<file path="config.mk">
export PLATFORM = sky130hd
export DESIGN_NAME = register_usage_top_k_mapper
export DESIGN_NICKNAME = d
export VERILOG_FILES = /design/src/rtl/rum_pkg.sv /design/src/rtl/rum_ram.sv /design/src/rtl/rum_max_unit.sv /design/src/rtl/register_usage_top_k_mapper.sv
export VERILOG_INCLUDE_DIRS = /design/src /design/src/rtl
export SDC_FILE = /design/constraint.sdc
export NUM_CORES = 1
export LEC_CHECK = 0
export ABC_AREA = 1
export BUFFER_PORTS_ARGS = -buffer_cell sky130_fd_sc_hd__buf_2
export CAP_MARGIN = 20
export CORE_ASPECT_RATIO = 1.25
export CORE_MARGIN = 4
export CORE_UTILIZATION = 45
export CTS_CLUSTER_SIZE = 24
export DETAILED_ROUTE_END_ITERATION = 16
export HOLD_SLACK_MARGIN = 0.08
export PLACE_DENSITY = 0.69
export SYNTH_ARGS = -nofsm -noshare
export SYNTH_HDL_FRONTEND = slang
export SYNTH_HIERARCHICAL = 1
export SYNTH_SLANG_ARGS = --single-unit
export TNS_END_PERCENT = 5
</file>
<file path="constraint.sdc">
create_clock -name clk_i -period 6.51 [get_ports clk_i]
set_clock_uncertainty 0.15 [all_clocks]
set_input_delay 0.9765 -clock clk_i [delete_from_list [all_inputs] [get_ports clk_i]]
set_output_delay 0.9765 -clock clk_i [all_outputs]
set_load 0.01 [all_outputs]
</file>
<file path="src/rtl/assert_macros.svh">
// ----------------------------------------------------------------------------
// assert_macros.svh
// shared concurrent assertion macros, clocked on clk_i, off during reset
// ----------------------------------------------------------------------------
`ifndef ASSERT_MACROS_SVH
`define ASSERT_MACROS_SVH

// property holds at every edge out of reset
`define RUM_ASSERT(lbl, prop, msg) \
  lbl: assert property (@(posedge clk_i) disable iff (!rst_ni) (prop)) else $error(msg);

// consequent holds in the cycle after the antecedent
`define RUM_ASSERT_NEXT(lbl, pre, post, msg) \
  lbl: assert property (@(posedge clk_i) disable iff (!rst_ni) (pre) |=> (post)) else $error(msg);

`endif

</file>
<file path="src/rtl/rum_pkg.sv">
// ----------------------------------------------------------------------------
// rum_pkg
// field widths, command codes and scan unit control types for the mapper
// ----------------------------------------------------------------------------
package rum_pkg;

  localparam int CmdW      = 2;
  localparam int RegFW     = 5;
  localparam int DuFW      = 5;
  localparam int SlotFW    = 3;
  localparam int MapFW     = 6;
  localparam int PhysFW    = 4;
  localparam int CountW    = 8;
  localparam int InTdataW  = 8;
  localparam int InTuserW  = 2;
  localparam int OutTdataW = 24;

  localparam logic [CmdW-1:0] CMD_CLEAR  = 2'd0;
  localparam logic [CmdW-1:0] CMD_USE    = 2'd1;
  localparam logic [CmdW-1:0] CMD_MAP    = 2'd2;
  localparam logic [CmdW-1:0] CMD_LOOKUP = 2'd3;

  localparam logic [CountW-1:0] COUNT_MAX = 8'd255;

  typedef struct packed {
    logic             clr;
    logic             en;
    logic [MapFW-1:0] idx;
  } rum_scan_ctrl_t;

  typedef struct packed {
    logic             found;
    logic [MapFW-1:0] pick;
  } rum_scan_stat_t;

endpackage

</file>
<file path="src/rtl/rum_ram.sv">
// ----------------------------------------------------------------------------
// rum_ram
// generic single write port ram with one registered read port
// ----------------------------------------------------------------------------
module rum_ram #(
  parameter int Width = 8,
  parameter int Depth = 32
) (
  input  logic                     clk_i,
  input  logic                     we_i,
  input  logic [$clog2(Depth)-1:0] waddr_i,
  input  logic [Width-1:0]         wdata_i,
  input  logic [$clog2(Depth)-1:0] raddr_i,
  output logic [Width-1:0]         rdata_o
);

  logic [Width-1:0] mem_q [Depth];
  logic [Width-1:0] rdata_q;

  always_ff @(posedge clk_i) begin
    if (we_i) begin
      mem_q[waddr_i] <= wdata_i;
    end
    rdata_q <= mem_q[raddr_i];
  end

  assign rdata_o = rdata_q;

endmodule

</file>
<file path="src/rtl/rum_max_unit.sv">
// ----------------------------------------------------------------------------
// rum_max_unit
// running maximum over a stream of counter words, earliest word wins ties
// ----------------------------------------------------------------------------
module rum_max_unit (
  input  logic                         clk_i,
  input  logic                         rst_ni,
  input  rum_pkg::rum_scan_ctrl_t      ctrl_i,
  input  logic [rum_pkg::CountW-1:0]   data_i,
  output rum_pkg::rum_scan_stat_t      stat_o
);

  logic [rum_pkg::CountW-1:0] best_q, best_d;
  logic [rum_pkg::MapFW-1:0]  pick_q, pick_d;

  always_comb begin
    best_d = best_q;
    pick_d = pick_q;
    if (ctrl_i.clr) begin
      best_d = '0;
      pick_d = '0;
    end else if (ctrl_i.en && (data_i > best_q)) begin
      best_d = data_i;
      pick_d = ctrl_i.idx;
    end
  end

  always_ff @(posedge clk_i or negedge rst_ni) begin
    if (!rst_ni) begin
      best_q <= '0;
      pick_q <= '0;
    end else begin
      best_q <= best_d;
      pick_q <= pick_d;
    end
  end

  assign stat_o.found = (best_q != '0);
  assign stat_o.pick  = pick_q;

endmodule

</file>
<file path="src/rtl/register_usage_top_k_mapper.sv">
// ----------------------------------------------------------------------------
// register_usage_top_k_mapper
// use counters per guest register and a top-k slot map built from them
// ----------------------------------------------------------------------------
// Use counters live in a RAM with one read port; a valid bit per counter
// makes reset and the clear command take effect at once, so there is no
// clearing pass. Clear and lookup words go from accept straight to the
// emit step; a use word first passes the use state, which reads its counter.
// A map word runs NUM_SLOTS rounds (one counter read per cycle into a single
// compare unit, then pick and emit); the emit step waits out a stalled output.
// One word is in work at a time; the result register lets the next word in
// while the last result still waits.
// ----------------------------------------------------------------------------
`include "assert_macros.svh"

module register_usage_top_k_mapper #(
  parameter int NUM_SLOTS      = 7,
  parameter int NUM_GUEST_REGS = 32,
  parameter int FIRST_HOST_REG = 4
) (
  input  logic                            clk_i,
  input  logic                            rst_ni,
  input  logic                            s_axis_tvalid_i,
  output logic                            s_axis_tready_o,
  // reg_index[4:0], zero pad
  input  logic [rum_pkg::InTdataW-1:0]    s_axis_tdata_i,
  // cmd[1:0]
  input  logic [rum_pkg::InTuserW-1:0]    s_axis_tuser_i,
  output logic                            m_axis_tvalid_o,
  input  logic                            m_axis_tready_i,
  // distinct_used[4:0], over_limit[5], slot[8:6], mapped_reg[14:9],
  // phys_reg[18:15], zero pad
  output logic [rum_pkg::OutTdataW-1:0]   m_axis_tdata_o,
  output logic                            m_axis_tlast_o
);

  localparam int IdxW   = (NUM_GUEST_REGS > 1) ? $clog2(NUM_GUEST_REGS) : 1;
  localparam int SlotW  = (NUM_SLOTS > 1) ? $clog2(NUM_SLOTS) : 1;
  localparam int DistW  = IdxW;
  localparam int CntW   = rum_pkg::CountW;
  localparam int DuW    = rum_pkg::DuFW;
  localparam int SlW    = rum_pkg::SlotFW;
  localparam int MapW   = rum_pkg::MapFW;
  localparam int PhysW  = rum_pkg::PhysFW;
  localparam int RegW   = rum_pkg::RegFW;
  localparam logic [MapW-1:0] NoneCode = MapW'(NUM_GUEST_REGS);

  localparam logic [2:0] S_IDLE  = 3'd0;
  localparam logic [2:0] S_USE   = 3'd1;
  localparam logic [2:0] S_SCAN  = 3'd2;
  localparam logic [2:0] S_DRAIN = 3'd3;
  localparam logic [2:0] S_PICK  = 3'd4;
  localparam logic [2:0] S_EMIT  = 3'd5;

  logic [2:0]                state_q, state_d;
  logic [2:0]                nxt_q, nxt_d;
  logic [RegW-1:0]           reg_q, reg_d;
  logic [SlotW-1:0]          slot_q, slot_d;
  logic [IdxW-1:0]           scan_idx_q, scan_idx_d;
  logic [IdxW-1:0]           rd_idx_q;
  logic                      rd_en_q, rd_vld_q, rd_vld_d;
  logic [NUM_GUEST_REGS-1:0] cnt_vld_q, cnt_vld_d;
  logic [DistW-1:0]          distinct_q, distinct_d;
  logic [MapW-1:0]           slot_map_q [NUM_SLOTS];
  logic [MapW-1:0]           slot_map_d [NUM_SLOTS];

  logic [DuW-1:0]   res_du_q, res_du_d;
  logic             res_ov_q, res_ov_d;
  logic [SlW-1:0]   res_slot_q, res_slot_d;
  logic [MapW-1:0]  res_map_q, res_map_d;
  logic [PhysW-1:0] res_phys_q, res_phys_d;
  logic             res_last_q, res_last_d;

  logic             out_vld_q, out_vld_d;
  logic [DuW-1:0]   out_du_q, out_du_d;
  logic             out_ov_q, out_ov_d;
  logic [SlW-1:0]   out_slot_q, out_slot_d;
  logic [MapW-1:0]  out_map_q, out_map_d;
  logic [PhysW-1:0] out_phys_q, out_phys_d;
  logic             out_last_q, out_last_d;

  logic                   in_acc;
  logic [rum_pkg::CmdW-1:0] in_cmd;
  logic [RegW-1:0]        in_reg;
  logic                   in_rng;
  logic                   use_rng;
  logic [IdxW-1:0]        use_idx;
  logic [IdxW-1:0]        pick_idx;
  logic [IdxW-1:0]        ram_raddr;
  logic                   ram_we;
  logic [CntW-1:0]        ram_wdata;
  logic [CntW-1:0]        ram_rdata;
  logic [CntW-1:0]        cnt_rd;
  logic [PhysW-1:0]       phys_lk;
  logic                   out_free;
  logic                   last_round;

  rum_pkg::rum_scan_ctrl_t scan_ctrl;
  rum_pkg::rum_scan_stat_t scan_stat;

  assign in_cmd   = s_axis_tuser_i[rum_pkg::CmdW-1:0];
  assign in_reg   = s_axis_tdata_i[RegW-1:0];
  assign in_rng   = (32'(in_reg) < NUM_GUEST_REGS);
  assign in_acc   = s_axis_tvalid_i && (state_q == S_IDLE);
  assign use_rng  = (32'(reg_q) < NUM_GUEST_REGS);
  assign use_idx  = IdxW'(32'(reg_q));
  assign pick_idx = IdxW'(32'(scan_stat.pick));
  assign cnt_rd   = rd_vld_q ? ram_rdata : '0;
  assign out_free = !out_vld_q || m_axis_tready_i;
  assign last_round = (slot_q == SlotW'(NUM_SLOTS - 1));
  assign ram_raddr  = (state_q == S_IDLE) ? IdxW'(32'(in_reg)) : scan_idx_q;
  assign rd_vld_d   = (32'(ram_raddr) < NUM_GUEST_REGS) ? cnt_vld_q[ram_raddr] : 1'b0;
  assign ram_we     = (state_q == S_USE) && use_rng && (cnt_rd != rum_pkg::COUNT_MAX);
  assign ram_wdata  = cnt_rd + CntW'(1);

  assign scan_ctrl.clr = (in_acc && (in_cmd == rum_pkg::CMD_MAP)) || (state_q == S_PICK);
  assign scan_ctrl.en  = rd_en_q;
  assign scan_ctrl.idx = MapW'(32'(rd_idx_q));

  rum_ram #(
    .Width(CntW),
    .Depth(NUM_GUEST_REGS)
  ) u_cnt_ram (
    .clk_i  (clk_i),
    .we_i   (ram_we),
    .waddr_i(use_idx),
    .wdata_i(ram_wdata),
    .raddr_i(ram_raddr),
    .rdata_o(ram_rdata)
  );

  rum_max_unit u_max (
    .clk_i (clk_i),
    .rst_ni(rst_ni),
    .ctrl_i(scan_ctrl),
    .data_i(cnt_rd),
    .stat_o(scan_stat)
  );

  always_comb begin
    logic hit;
    hit     = 1'b0;
    phys_lk = '0;
    for (int i = 0; i < NUM_SLOTS; i++) begin
      if (in_rng && !hit && (slot_map_q[i] == MapW'(32'(in_reg)))) begin
        hit     = 1'b1;
        phys_lk = PhysW'(i + FIRST_HOST_REG);
      end
    end
  end

  always_comb begin
    logic [DistW-1:0] dist_new;
    dist_new   = distinct_q;
    state_d    = state_q;
    nxt_d      = nxt_q;
    reg_d      = reg_q;
    slot_d     = slot_q;
    scan_idx_d = scan_idx_q;
    cnt_vld_d  = cnt_vld_q;
    distinct_d = distinct_q;
    slot_map_d = slot_map_q;
    res_du_d   = res_du_q;
    res_ov_d   = res_ov_q;
    res_slot_d = res_slot_q;
    res_map_d  = res_map_q;
    res_phys_d = res_phys_q;
    res_last_d = res_last_q;
    out_vld_d  = out_vld_q && !m_axis_tready_i;
    out_du_d   = out_du_q;
    out_ov_d   = out_ov_q;
    out_slot_d = out_slot_q;
    out_map_d  = out_map_q;
    out_phys_d = out_phys_q;
    out_last_d = out_last_q;

    case (state_q)
      S_IDLE: begin
        if (in_acc) begin
          reg_d      = in_reg;
          nxt_d      = S_IDLE;
          res_du_d   = '0;
          res_ov_d   = 1'b0;
          res_slot_d = '0;
          res_map_d  = '0;
          res_phys_d = '0;
          res_last_d = 1'b1;
          case (in_cmd)
            rum_pkg::CMD_CLEAR: begin
              cnt_vld_d  = '0;
              distinct_d = '0;
              state_d    = S_EMIT;
            end
            rum_pkg::CMD_USE: begin
              state_d = S_USE;
            end
            rum_pkg::CMD_MAP: begin
              slot_d     = '0;
              scan_idx_d = IdxW'(1);
              state_d    = S_SCAN;
            end
            rum_pkg::CMD_LOOKUP: begin
              res_phys_d = phys_lk;
              state_d    = S_EMIT;
            end
            default: begin
              state_d = S_IDLE;
            end
          endcase
        end
      end
      S_USE: begin
        if (ram_we) begin
          cnt_vld_d[use_idx] = 1'b1;
        end
        if (use_rng && (cnt_rd == '0) && (reg_q != '0)) begin
          dist_new = distinct_q + DistW'(1);
        end
        distinct_d = dist_new;
        res_du_d   = DuW'(32'(dist_new));
        res_ov_d   = (32'(dist_new) > NUM_SLOTS);
        state_d    = S_EMIT;
      end
      S_SCAN: begin
        scan_idx_d = scan_idx_q + IdxW'(1);
        if (scan_idx_q == IdxW'(NUM_GUEST_REGS - 1)) begin
          state_d = S_DRAIN;
        end
      end
      S_DRAIN: begin
        state_d = S_PICK;
      end
      S_PICK: begin
        if (scan_stat.found) begin
          cnt_vld_d[pick_idx]  = 1'b0;
          distinct_d           = distinct_q - DistW'(1);
          slot_map_d[slot_q]   = scan_stat.pick;
          res_map_d            = scan_stat.pick;
        end else begin
          slot_map_d[slot_q]   = NoneCode;
          res_map_d            = NoneCode;
        end
        res_du_d   = '0;
        res_ov_d   = 1'b0;
        res_phys_d = '0;
        res_slot_d = SlW'(32'(slot_q));
        res_last_d = last_round;
        nxt_d      = last_round ? S_IDLE : S_SCAN;
        slot_d     = slot_q + SlotW'(1);
        scan_idx_d = IdxW'(1);
        state_d    = S_EMIT;
      end
      S_EMIT: begin
        if (out_free) begin
          out_vld_d  = 1'b1;
          out_du_d   = res_du_q;
          out_ov_d   = res_ov_q;
          out_slot_d = res_slot_q;
          out_map_d  = res_map_q;
          out_phys_d = res_phys_q;
          out_last_d = res_last_q;
          state_d    = nxt_q;
        end
      end
      default: begin
        state_d = S_IDLE;
      end
    endcase
  end

  always_ff @(posedge clk_i or negedge rst_ni) begin
    if (!rst_ni) begin
      state_q    <= S_IDLE;
      nxt_q      <= S_IDLE;
      slot_q     <= '0;
      scan_idx_q <= '0;
      rd_en_q    <= 1'b0;
      rd_vld_q   <= 1'b0;
      cnt_vld_q  <= '0;
      distinct_q <= '0;
      out_vld_q  <= 1'b0;
      for (int i = 0; i < NUM_SLOTS; i++) begin
        slot_map_q[i] <= NoneCode;
      end
    end else begin
      state_q    <= state_d;
      nxt_q      <= nxt_d;
      slot_q     <= slot_d;
      scan_idx_q <= scan_idx_d;
      rd_en_q    <= (state_q == S_SCAN);
      rd_vld_q   <= rd_vld_d;
      cnt_vld_q  <= cnt_vld_d;
      distinct_q <= distinct_d;
      out_vld_q  <= out_vld_d;
      slot_map_q <= slot_map_d;
    end
  end

  always_ff @(posedge clk_i) begin
    reg_q      <= reg_d;
    rd_idx_q   <= scan_idx_q;
    res_du_q   <= res_du_d;
    res_ov_q   <= res_ov_d;
    res_slot_q <= res_slot_d;
    res_map_q  <= res_map_d;
    res_phys_q <= res_phys_d;
    res_last_q <= res_last_d;
    out_du_q   <= out_du_d;
    out_ov_q   <= out_ov_d;
    out_slot_q <= out_slot_d;
    out_map_q  <= out_map_d;
    out_phys_q <= out_phys_d;
    out_last_q <= out_last_d;
  end

  assign s_axis_tready_o = (state_q == S_IDLE);
  assign m_axis_tvalid_o = out_vld_q;
  assign m_axis_tlast_o  = out_last_q;
  assign m_axis_tdata_o  = {5'b0, out_phys_q, out_map_q, out_slot_q, out_ov_q, out_du_q};

  `RUM_ASSERT(a_distinct_range, 32'(distinct_q) < NUM_GUEST_REGS, "distinct count out of range")
  `RUM_ASSERT_NEXT(a_map_start, in_acc && (in_cmd == rum_pkg::CMD_MAP), state_q == S_SCAN, "map word did not start a scan")
  `RUM_ASSERT(a_pick_live, (state_q == S_PICK && scan_stat.found) |-> cnt_vld_q[pick_idx], "picked counter not live")
  `RUM_ASSERT(a_out_from_emit, $rose(out_vld_q) |-> $past(state_q == S_EMIT), "result loaded outside emit")

endmodule
</file>
==> metrics.log, run 1 <==
INFO  metric gpl.final_weighted_congestion = 0.886
INFO  metric criticalPathCategory = reg -> reg
INFO  metric groute.usage.overall = 19.4%
INFO  metric vdd_ir_drop_max = 0.305 mV
INFO  metric finalSetupViolations = 0
INFO  metric yosys-top-cells-count = nand2_1 (535), edfxtp_1 (301), nand3_1 (273), inv_1 (109), nor2_1 (106)
INFO  metric ys_warn_count = 6
INFO  metric synth.top_cell.area_share = 47.3%
INFO  metric die_height = 238 um
INFO  metric fp-row-count = 84
INFO  metric final_layout_worst_hold_slack = 0.264 ns
INFO  metric detail-route-antenna-nets = 0
INFO  metric path_max_fanout = 89
INFO  metric drv_cap = 0
INFO  metric cellPowerDensity = 488 nW/um^2
INFO  metric setup_total_negative_slack = 0 ns
INFO  metric finalNetCount = 1,917
INFO  metric tritoncts = built
INFO  metric synth_largest_area_cell = edfxtp_1
INFO  metric area.sequential = 12,000 sq um
INFO  metric grt_max_degree = 90
INFO  metric cellLeakagePower = 8.41 nW
INFO  metric cell_types_occupying_the_most_area_after_synthesis = edfxtp_1 (47%), dfrtp_1 (13%), nand2_1 (11%)
INFO  metric critPathRequiredTime = 6.84 ns
INFO  metric synth-seq-area-share = 62.9%
INFO  metric wl_per_cell = 18.0 um
INFO  metric startpoint_type_of_the_worst_setup_path = flip-flop
INFO  metric detail_route.first_pass.iterations = 5
INFO  metric floorplan.die_area = 45,800 sq um
INFO  metric finalCoreUtilization = 49.4%
INFO  metric post_synth_instance_area = 19,100 sq um
INFO  metric netlist-cell-type-count = 52
INFO  metric pin_count = 41
INFO  metric multi_input_comb_area = 6010 sq um
INFO  metric synth_xor_xnor_area_share = 1.06%
INFO  metric clk_latency = 0.55 ns
INFO  metric rsz_0062_raised_after_global_routing = no
INFO  metric start_util = 45.4%
INFO  metric drt_first_iter_violations = 1,257
INFO  metric finalCritPeriodShare = 61.8%
INFO  metric maxClockFrequency = 249 MHz
INFO  metric post_synth_inst_count = 1,871
INFO  metric syn_avg_cell_area = 10.2 sq um
INFO  metric final_hold_viol_count = 0
INFO  metric min_delay_worst_type = reg -> reg
INFO  metric cts_post_setup_buffers_inserted = 0
INFO  metric clock_h_tree_levels = 2
INFO  metric totalWireLength = 44,600 um
INFO  metric timing_max_transition_violations_final = 0
INFO  metric global_route.overflow_total = 0
INFO  metric number_of_enable_type_register_cells_in_the_synthesized_netlist = 301
INFO  metric worst_setup_path_end_kind = flip-flop
INFO  metric cts-root-buf = clkbuf_16
INFO  metric drc_errors = 0
INFO  metric synth.mux.area_fraction = 0%
INFO  metric clk_path_buf_depth = 3
INFO  metric synth_top_flop_cell = edfxtp_1
INFO  metric relSlewSlack = 28.6%
INFO  metric worst-slew-pin-transition = 1.07 ns
INFO  metric ys_ff_latch = 422
INFO  metric min_period = 4.02 ns
INFO  metric fill_cell_instance_count_of_the_final_layout = 3,811
INFO  metric async_flop_share = 25.6%
INFO  metric vias_per_cell = 5.42
INFO  metric grt_antenna_before_repair = 0
INFO  metric detailedPlacementHpwl = 27,500 um
INFO  metric worst-endpoint-arrival = 4.36 ns
INFO  metric global_route_wire_length_before_repair = 69,900 um
INFO  metric main_combinational_cell_family_by_area_after_synthesis = simple AND/OR/NAND/NOR gates
INFO  metric clock_sinks = 422
INFO  metric first_global_vias = 12,900
INFO  metric most_frequent_cell_after_synthesis = nand2_1
INFO  metric status = completed
INFO  metric antenna-diode-count = 0
INFO  metric postCtsResizedCells = 0
INFO  metric synthSimpleGateAreaFrac = 23.0%
INFO  metric placement.io_buffers = 32
INFO  metric cts_hold_repair.buffers = 0
INFO  metric flow.area_growth_from_synthesis = 8.87%
INFO  metric cts_buffers = 42
INFO  metric post_synth_fa_ha_maj_area_fraction = 1.31%
INFO  metric die_x = 192 um
INFO  metric vias = 13,400
INFO  metric drive_gt1_share = 9.77%
INFO  metric clk_transition_reported_paths = 0.06 ns
INFO  metric share_of_the_synthesized_area_in_compound_gates_ao_oa_aoi_oai = 5.79%
INFO  metric fp.coreArea = 42,000 sq um
[worst max-delay path: stages (launching register included)]
cell      delay [ns]
dfrtp_1         0.44
nor2_4          0.22
nand2_4         0.18
nand2_1         0.23
nand2_4         0.38
clkinv_2        0.60
buf_4           0.83
nand2_1         0.13
nand3_1         0.12
nand3_1         0.12
nand2_1         0.12
nand2_1         0.06
nand2_1         0.10
nand2_1         0.08
nand2_1         0.09
[where the power goes]
group          internal (mW)  switching, mW  total (mW)
logic                   1.12           3.15        4.27
clock network           1.27          0.988        2.26
registers               3.41          0.206        3.61
total                   5.80           4.34        10.1
[logic make-up (layout without fill, tap and decap cells)]
family | Yosys count | count (layout)
AND/OR/NAND/NOR | 997 | 997
adder cells (fa/ha/maj) | 20 | 20
XOR/XNOR | 23 | 23
other | 1 | 6
flip-flops | 422 | 422
buffers and inverters | 211 | 250
AO/OA/AOI/OAI | 197 | 197
[worst paths after layout]
| check | end | from | cells after the start | slack, ns |
|---|---|---|---|---|
| max in group asynchronous | u_max/best_q[4]$_DFFE_PN0P_ | rst_ni | 2 | 4.66 |
| worst max-delay path | u_cnt_ram/rdata_o[3]$_DFF_P_ | state_q[1]$_DFFE_PN0P_ | 14 | 2.49 |
| worst min-delay path | rd_idx_q[3]$_DFF_P_ | scan_idx_q[3]$_DFFE_PN0P_ | 0 | 0.26 |
| worst max register to register | u_cnt_ram/rdata_o[3]$_DFF_P_ | state_q[1]$_DFFE_PN0P_ | 14 | 2.49 |
| worst min register to register | rd_idx_q[3]$_DFF_P_ | scan_idx_q[3]$_DFFE_PN0P_ | 0 | 0.26 |
| min in group asynchronous | slot_map_q[8]$_DFFE_PN0P_ | rst_ni | 1 | 0.31 |
[final cells by class]
class / count / share of cell area (%)
Inverter: 124 / 2.27
Sequential cell: 422 / 57.8
Timing Repair Buffer: 50 / 1.47
Tap cell: 559 / 3.37
Clock buffer: 58 / 5.65
Multi-Input combinational cell: 1243 / 28.9
Clock inverter: 18 / 0.542
[per-stage QoR]
step	power (mW)	setup WS [ns]	cell area, sq um	std cells
2_1_floorplan	6.92	3.43	19100	1876
3_3_place_gp	7.79	2.11	19500	2397
3_5_place_dp	7.89	2.09	19500	2398
4_1_cts	10.2	2.52	20800	2474
5_1_grt	10.8	2.14	20800	2474
6_report	10.1	2.49	20800	2474
[sequential cells by signal, summed over array words and instances, names as in the netlist, 4 cells and up]
register / flops
u_max/pick_q: 6
slot_map_q: 42
reg_q: 5
u_cnt_ram/mem_q: 256
distinct_q: 5
out_phys_q: 4
out_map_q: 6
scan_idx_q: 5
u_cnt_ram/rdata_o: 8
res_phys_q: 4
cnt_vld_q: 32
u_max/best_q: 8
res_map_q: 6
out_du_q: 5
res_du_q: 5
rd_idx_q: 5
[placed cells by master (no fill, tap or decap), types with 31 or more instances in the layout]
cell type	instances
a21oi_1	32
inv_1	109
o21ai_0	47
buf_2	31
edfxtp_1	301
o21ai_1	74
nand2_1	535
nor2_1	106
dfrtp_1	101
nand3_1	273
clkbuf_16	42
[layer usage]
metal,track usage (%),share of wire (%)
met1,24.5,39
met2,33.5,51
met3,2.49,5.5
met4,8.21,4.2
met5,0,0
(Power assumes the default switching activity.)
==> run 2: changes to the inputs <==
--- a/config.mk
+++ b/config.mk
@@ -15,7 +15,7 @@
 export CTS_CLUSTER_SIZE = 24
 export DETAILED_ROUTE_END_ITERATION = 16
 export HOLD_SLACK_MARGIN = 0.08
-export PLACE_DENSITY = 0.69
+export PLACE_DENSITY = 0.72
 export SYNTH_ARGS = -nofsm -noshare
 export SYNTH_HDL_FRONTEND = slang
 export SYNTH_HIERARCHICAL = 1
==> constraint.sdc (replaced) <==
create_clock -name clk_i -period 3.4 [get_ports clk_i]
set_clock_uncertainty 0.15 [all_clocks]
set_input_delay 0.51 -clock clk_i [delete_from_list [all_inputs] [get_ports clk_i]]
set_output_delay 0.51 -clock clk_i [all_outputs]
set_load 0.01 [all_outputs]
==> run 2 against run 1 <==
Cell count increased by 1.7%. Sequential power increased by 91%. Sequential share of layout area decreased by 1.2 points. Largest power group unchanged. Fmax increased by 26%. Critical path depth decreased by 1. Global-route usage increased by 0.11 points. Worst hold slack got worse by 0.11 ns. Largest cell class unchanged. Routed wire length increased by 1.3%.
==> metrics.log, run 2 (same netlist as run 1, synthesis figures left out) <==
INFO  metric antenna-diode-count = 0
INFO  metric global_route.overflow_total = 0
INFO  metric path_max_fanout = 8
INFO  metric final_layout_worst_hold_slack = 0.157 ns
INFO  metric setup_total_negative_slack = 0 ns
INFO  metric criticalPathCategory = reg -> reg
INFO  metric drt_first_iter_violations = 1,322
INFO  metric fp-row-count = 84
INFO  metric detail-route-antenna-nets = 0
INFO  metric regMostFlops = u_cnt_ram/mem_q
INFO  metric placement.io_buffers = 32
INFO  metric total_power = 19.9 mW
INFO  metric start_util = 45.4%
INFO  metric tritoncts = built
INFO  metric wl_per_cell = 18.0 um
INFO  metric finalSetupViolations = 0
INFO  metric grt_antenna_before_repair = 0
INFO  metric finalCritPeriodShare = 93.9%
INFO  metric first_global_vias = 13,300
INFO  metric startpoint_of_the_lowest_slack_register_to_register_path = rd_vld_q$_DFF_PN0_
INFO  metric groute.usage.overall = 19.5%
INFO  metric largest_registers = u_cnt_ram/mem_q (256), slot_map_q (42), cnt_vld_q (32)
INFO  metric detailedPlacementHpwl = 28,400 um
INFO  metric clk_path_buf_depth = 3
INFO  metric cellLeakagePower = 8.65 nW
INFO  metric die_x = 192 um
INFO  metric worst_setup_path_end_kind = flip-flop
INFO  metric vias_per_cell = 5.49
INFO  metric global_route_wire_length_before_repair = 71,000 um
INFO  metric worst_hold_stages = 1
INFO  metric grt_max_degree = 142
INFO  metric min_delay_worst_type = in -> reg
INFO  metric rsz_0062_raised_after_global_routing = no
INFO  metric placedInstanceArea = 19,900 sq um
INFO  metric postLayoutSetupSlackWorst = 0.206 ns
INFO  metric fp.coreArea = 42,000 sq um
INFO  metric die_height = 238 um
INFO  metric mostFrequentLayoutCell = nand2_1
INFO  metric worst-slew-pin-transition = 0.810 ns
INFO  metric final_hold_viol_count = 0
INFO  metric totalWireLength = 45,200 um
INFO  metric startpoint_type_of_the_worst_setup_path = flip-flop
INFO  metric cts-root-buf = clkbuf_16
INFO  metric cellPowerDensity = 939 nW/um^2
INFO  metric status = completed
INFO  metric clk_latency = 0.55 ns
INFO  metric detail_route.first_pass.iterations = 5
INFO  metric floorplan.die_area = 45,800 sq um
INFO  metric flow.area_growth_from_synthesis = 11.1%
INFO  metric reg2reg_path_depth = 13
INFO  metric drv_cap = 0
INFO  metric worst-endpoint-arrival = 3.28 ns
INFO  metric gpl.final_weighted_congestion = 0.914
INFO  metric vias = 13,800
INFO  metric finalNetCount = 1,958
INFO  metric pin_count = 41
INFO  metric clock_sinks = 422
INFO  metric min_period = 3.19 ns
INFO  metric pre_cts_ws = 0.276 ns
INFO  metric timing_max_transition_violations_final = 0
INFO  metric clk_transition_reported_paths = 0.06 ns
INFO  metric post-route-cell-area = 21,200 sq um
INFO  metric reg2reg_to = u_cnt_ram/mem_q[26][2]$_DFFE_PP_
INFO  metric relSlewSlack = 45.8%
INFO  metric largest_register_ffs = 256
INFO  metric maxClockFrequency = 313 MHz
INFO  metric layout_common_cells = nand2_1 (535), edfxtp_1 (301), nand3_1 (273)
INFO  metric drc_errors = 0
INFO  metric vdd_ir_drop_max = 0.907 mV
INFO  metric clock_h_tree_levels = 2
INFO  metric timing.hold.worst.start = s_axis_tdata_i[0]
INFO  metric cts_buffers = 40
INFO  metric end_of_the_worst_hold_path = reg_q[0]$_DFFE_PP_
INFO  metric ff2ff_setup_slack = 0.21 ns
INFO  metric critPathRequiredTime = 3.48 ns
INFO  metric drive_gt1_share = 11.1%
run 2: worst max path at each step:
stage	depth (start not counted)	endpoint	slack, ns	from
6_report	13	u_cnt_ram/mem_q[26][2]$_DFFE_PP_	0.21	rd_vld_q$_DFF_PN0_
5_1_grt	12	u_cnt_ram/mem_q[3][6]$_DFFE_PP_	0.02	rd_vld_q$_DFF_PN0_
4_1_cts	12	u_cnt_ram/mem_q[1][6]$_DFFE_PP_	0.21	rd_vld_q$_DFF_PN0_
3_3_place_gp	13	u_cnt_ram/mem_q[30][0]$_DFFE_PP_	0.48	rd_vld_q$_DFF_PN0_
3_5_place_dp	12	u_cnt_ram/mem_q[1][5]$_DFFE_PP_	0.28	rd_vld_q$_DFF_PN0_
2_1_floorplan	9	u_cnt_ram/mem_q[0][6]$_DFFE_PP_	0.32	rd_vld_q$_DFF_PN0_
run 2: critical path, stage by stage, from the launching register on:
cell and delay [ns]:
dfrtp_1 0.47, nand2_1 0.15, inv_1 0.09, ha_1 0.18
inv_1 0.13, nor3_2 0.09, nand2_1 0.07, clkinv_1 0.11
nand3_2 0.12, inv_1 0.04, nor2_1 0.21, nand3_1 0.48
nor2_1 0.35, buf_4 0.24
run 2: where the power goes:
part           leakage, nW  switching [mW]  internal, mW
Sequential            4.35           0.394          6.52
Combinational         3.67            6.11          2.43
Clock                0.627            1.87          2.60
run 2: final cells by class:
class	instances	area, sq um
Fill cell	3721	20800
Inverter	124	472
Tap cell	559	699
Clock buffer	51	1060
Clock inverter	23	235
Multi-Input combinational cell	1243	6010
Sequential cell	422	12000
Timing Repair Buffer	93	721
run 2: through the flow:
stage	std cells	utilization, %
2_1_floorplan	1876	-
3_3_place_gp	2438	47.3
3_5_place_dp	2438	47.3
4_1_cts	2514	50.4
5_1_grt	2515	50.5
6_report	2515	50.5
run 2: metal layers:
metal	wire [um]	up-vias	share of wire, %	GRT usage (%)
met5	0	-	0	0
met4	1860	0	4.1	8.41
met3	2530	130	5.6	2.87
met2	22900	493	51	33.4
met1	17900	6718	40	24.6
li1	-	6474	-	-
run 2: repair_timing:
item / in CTS / in global routing
setup endpoints to repair: 0 / 8
hold endpoints to repair: 49 / 0
resized for setup: 0 / 1
setup buffers: 0 / 0
hold buffers: 2 / 0
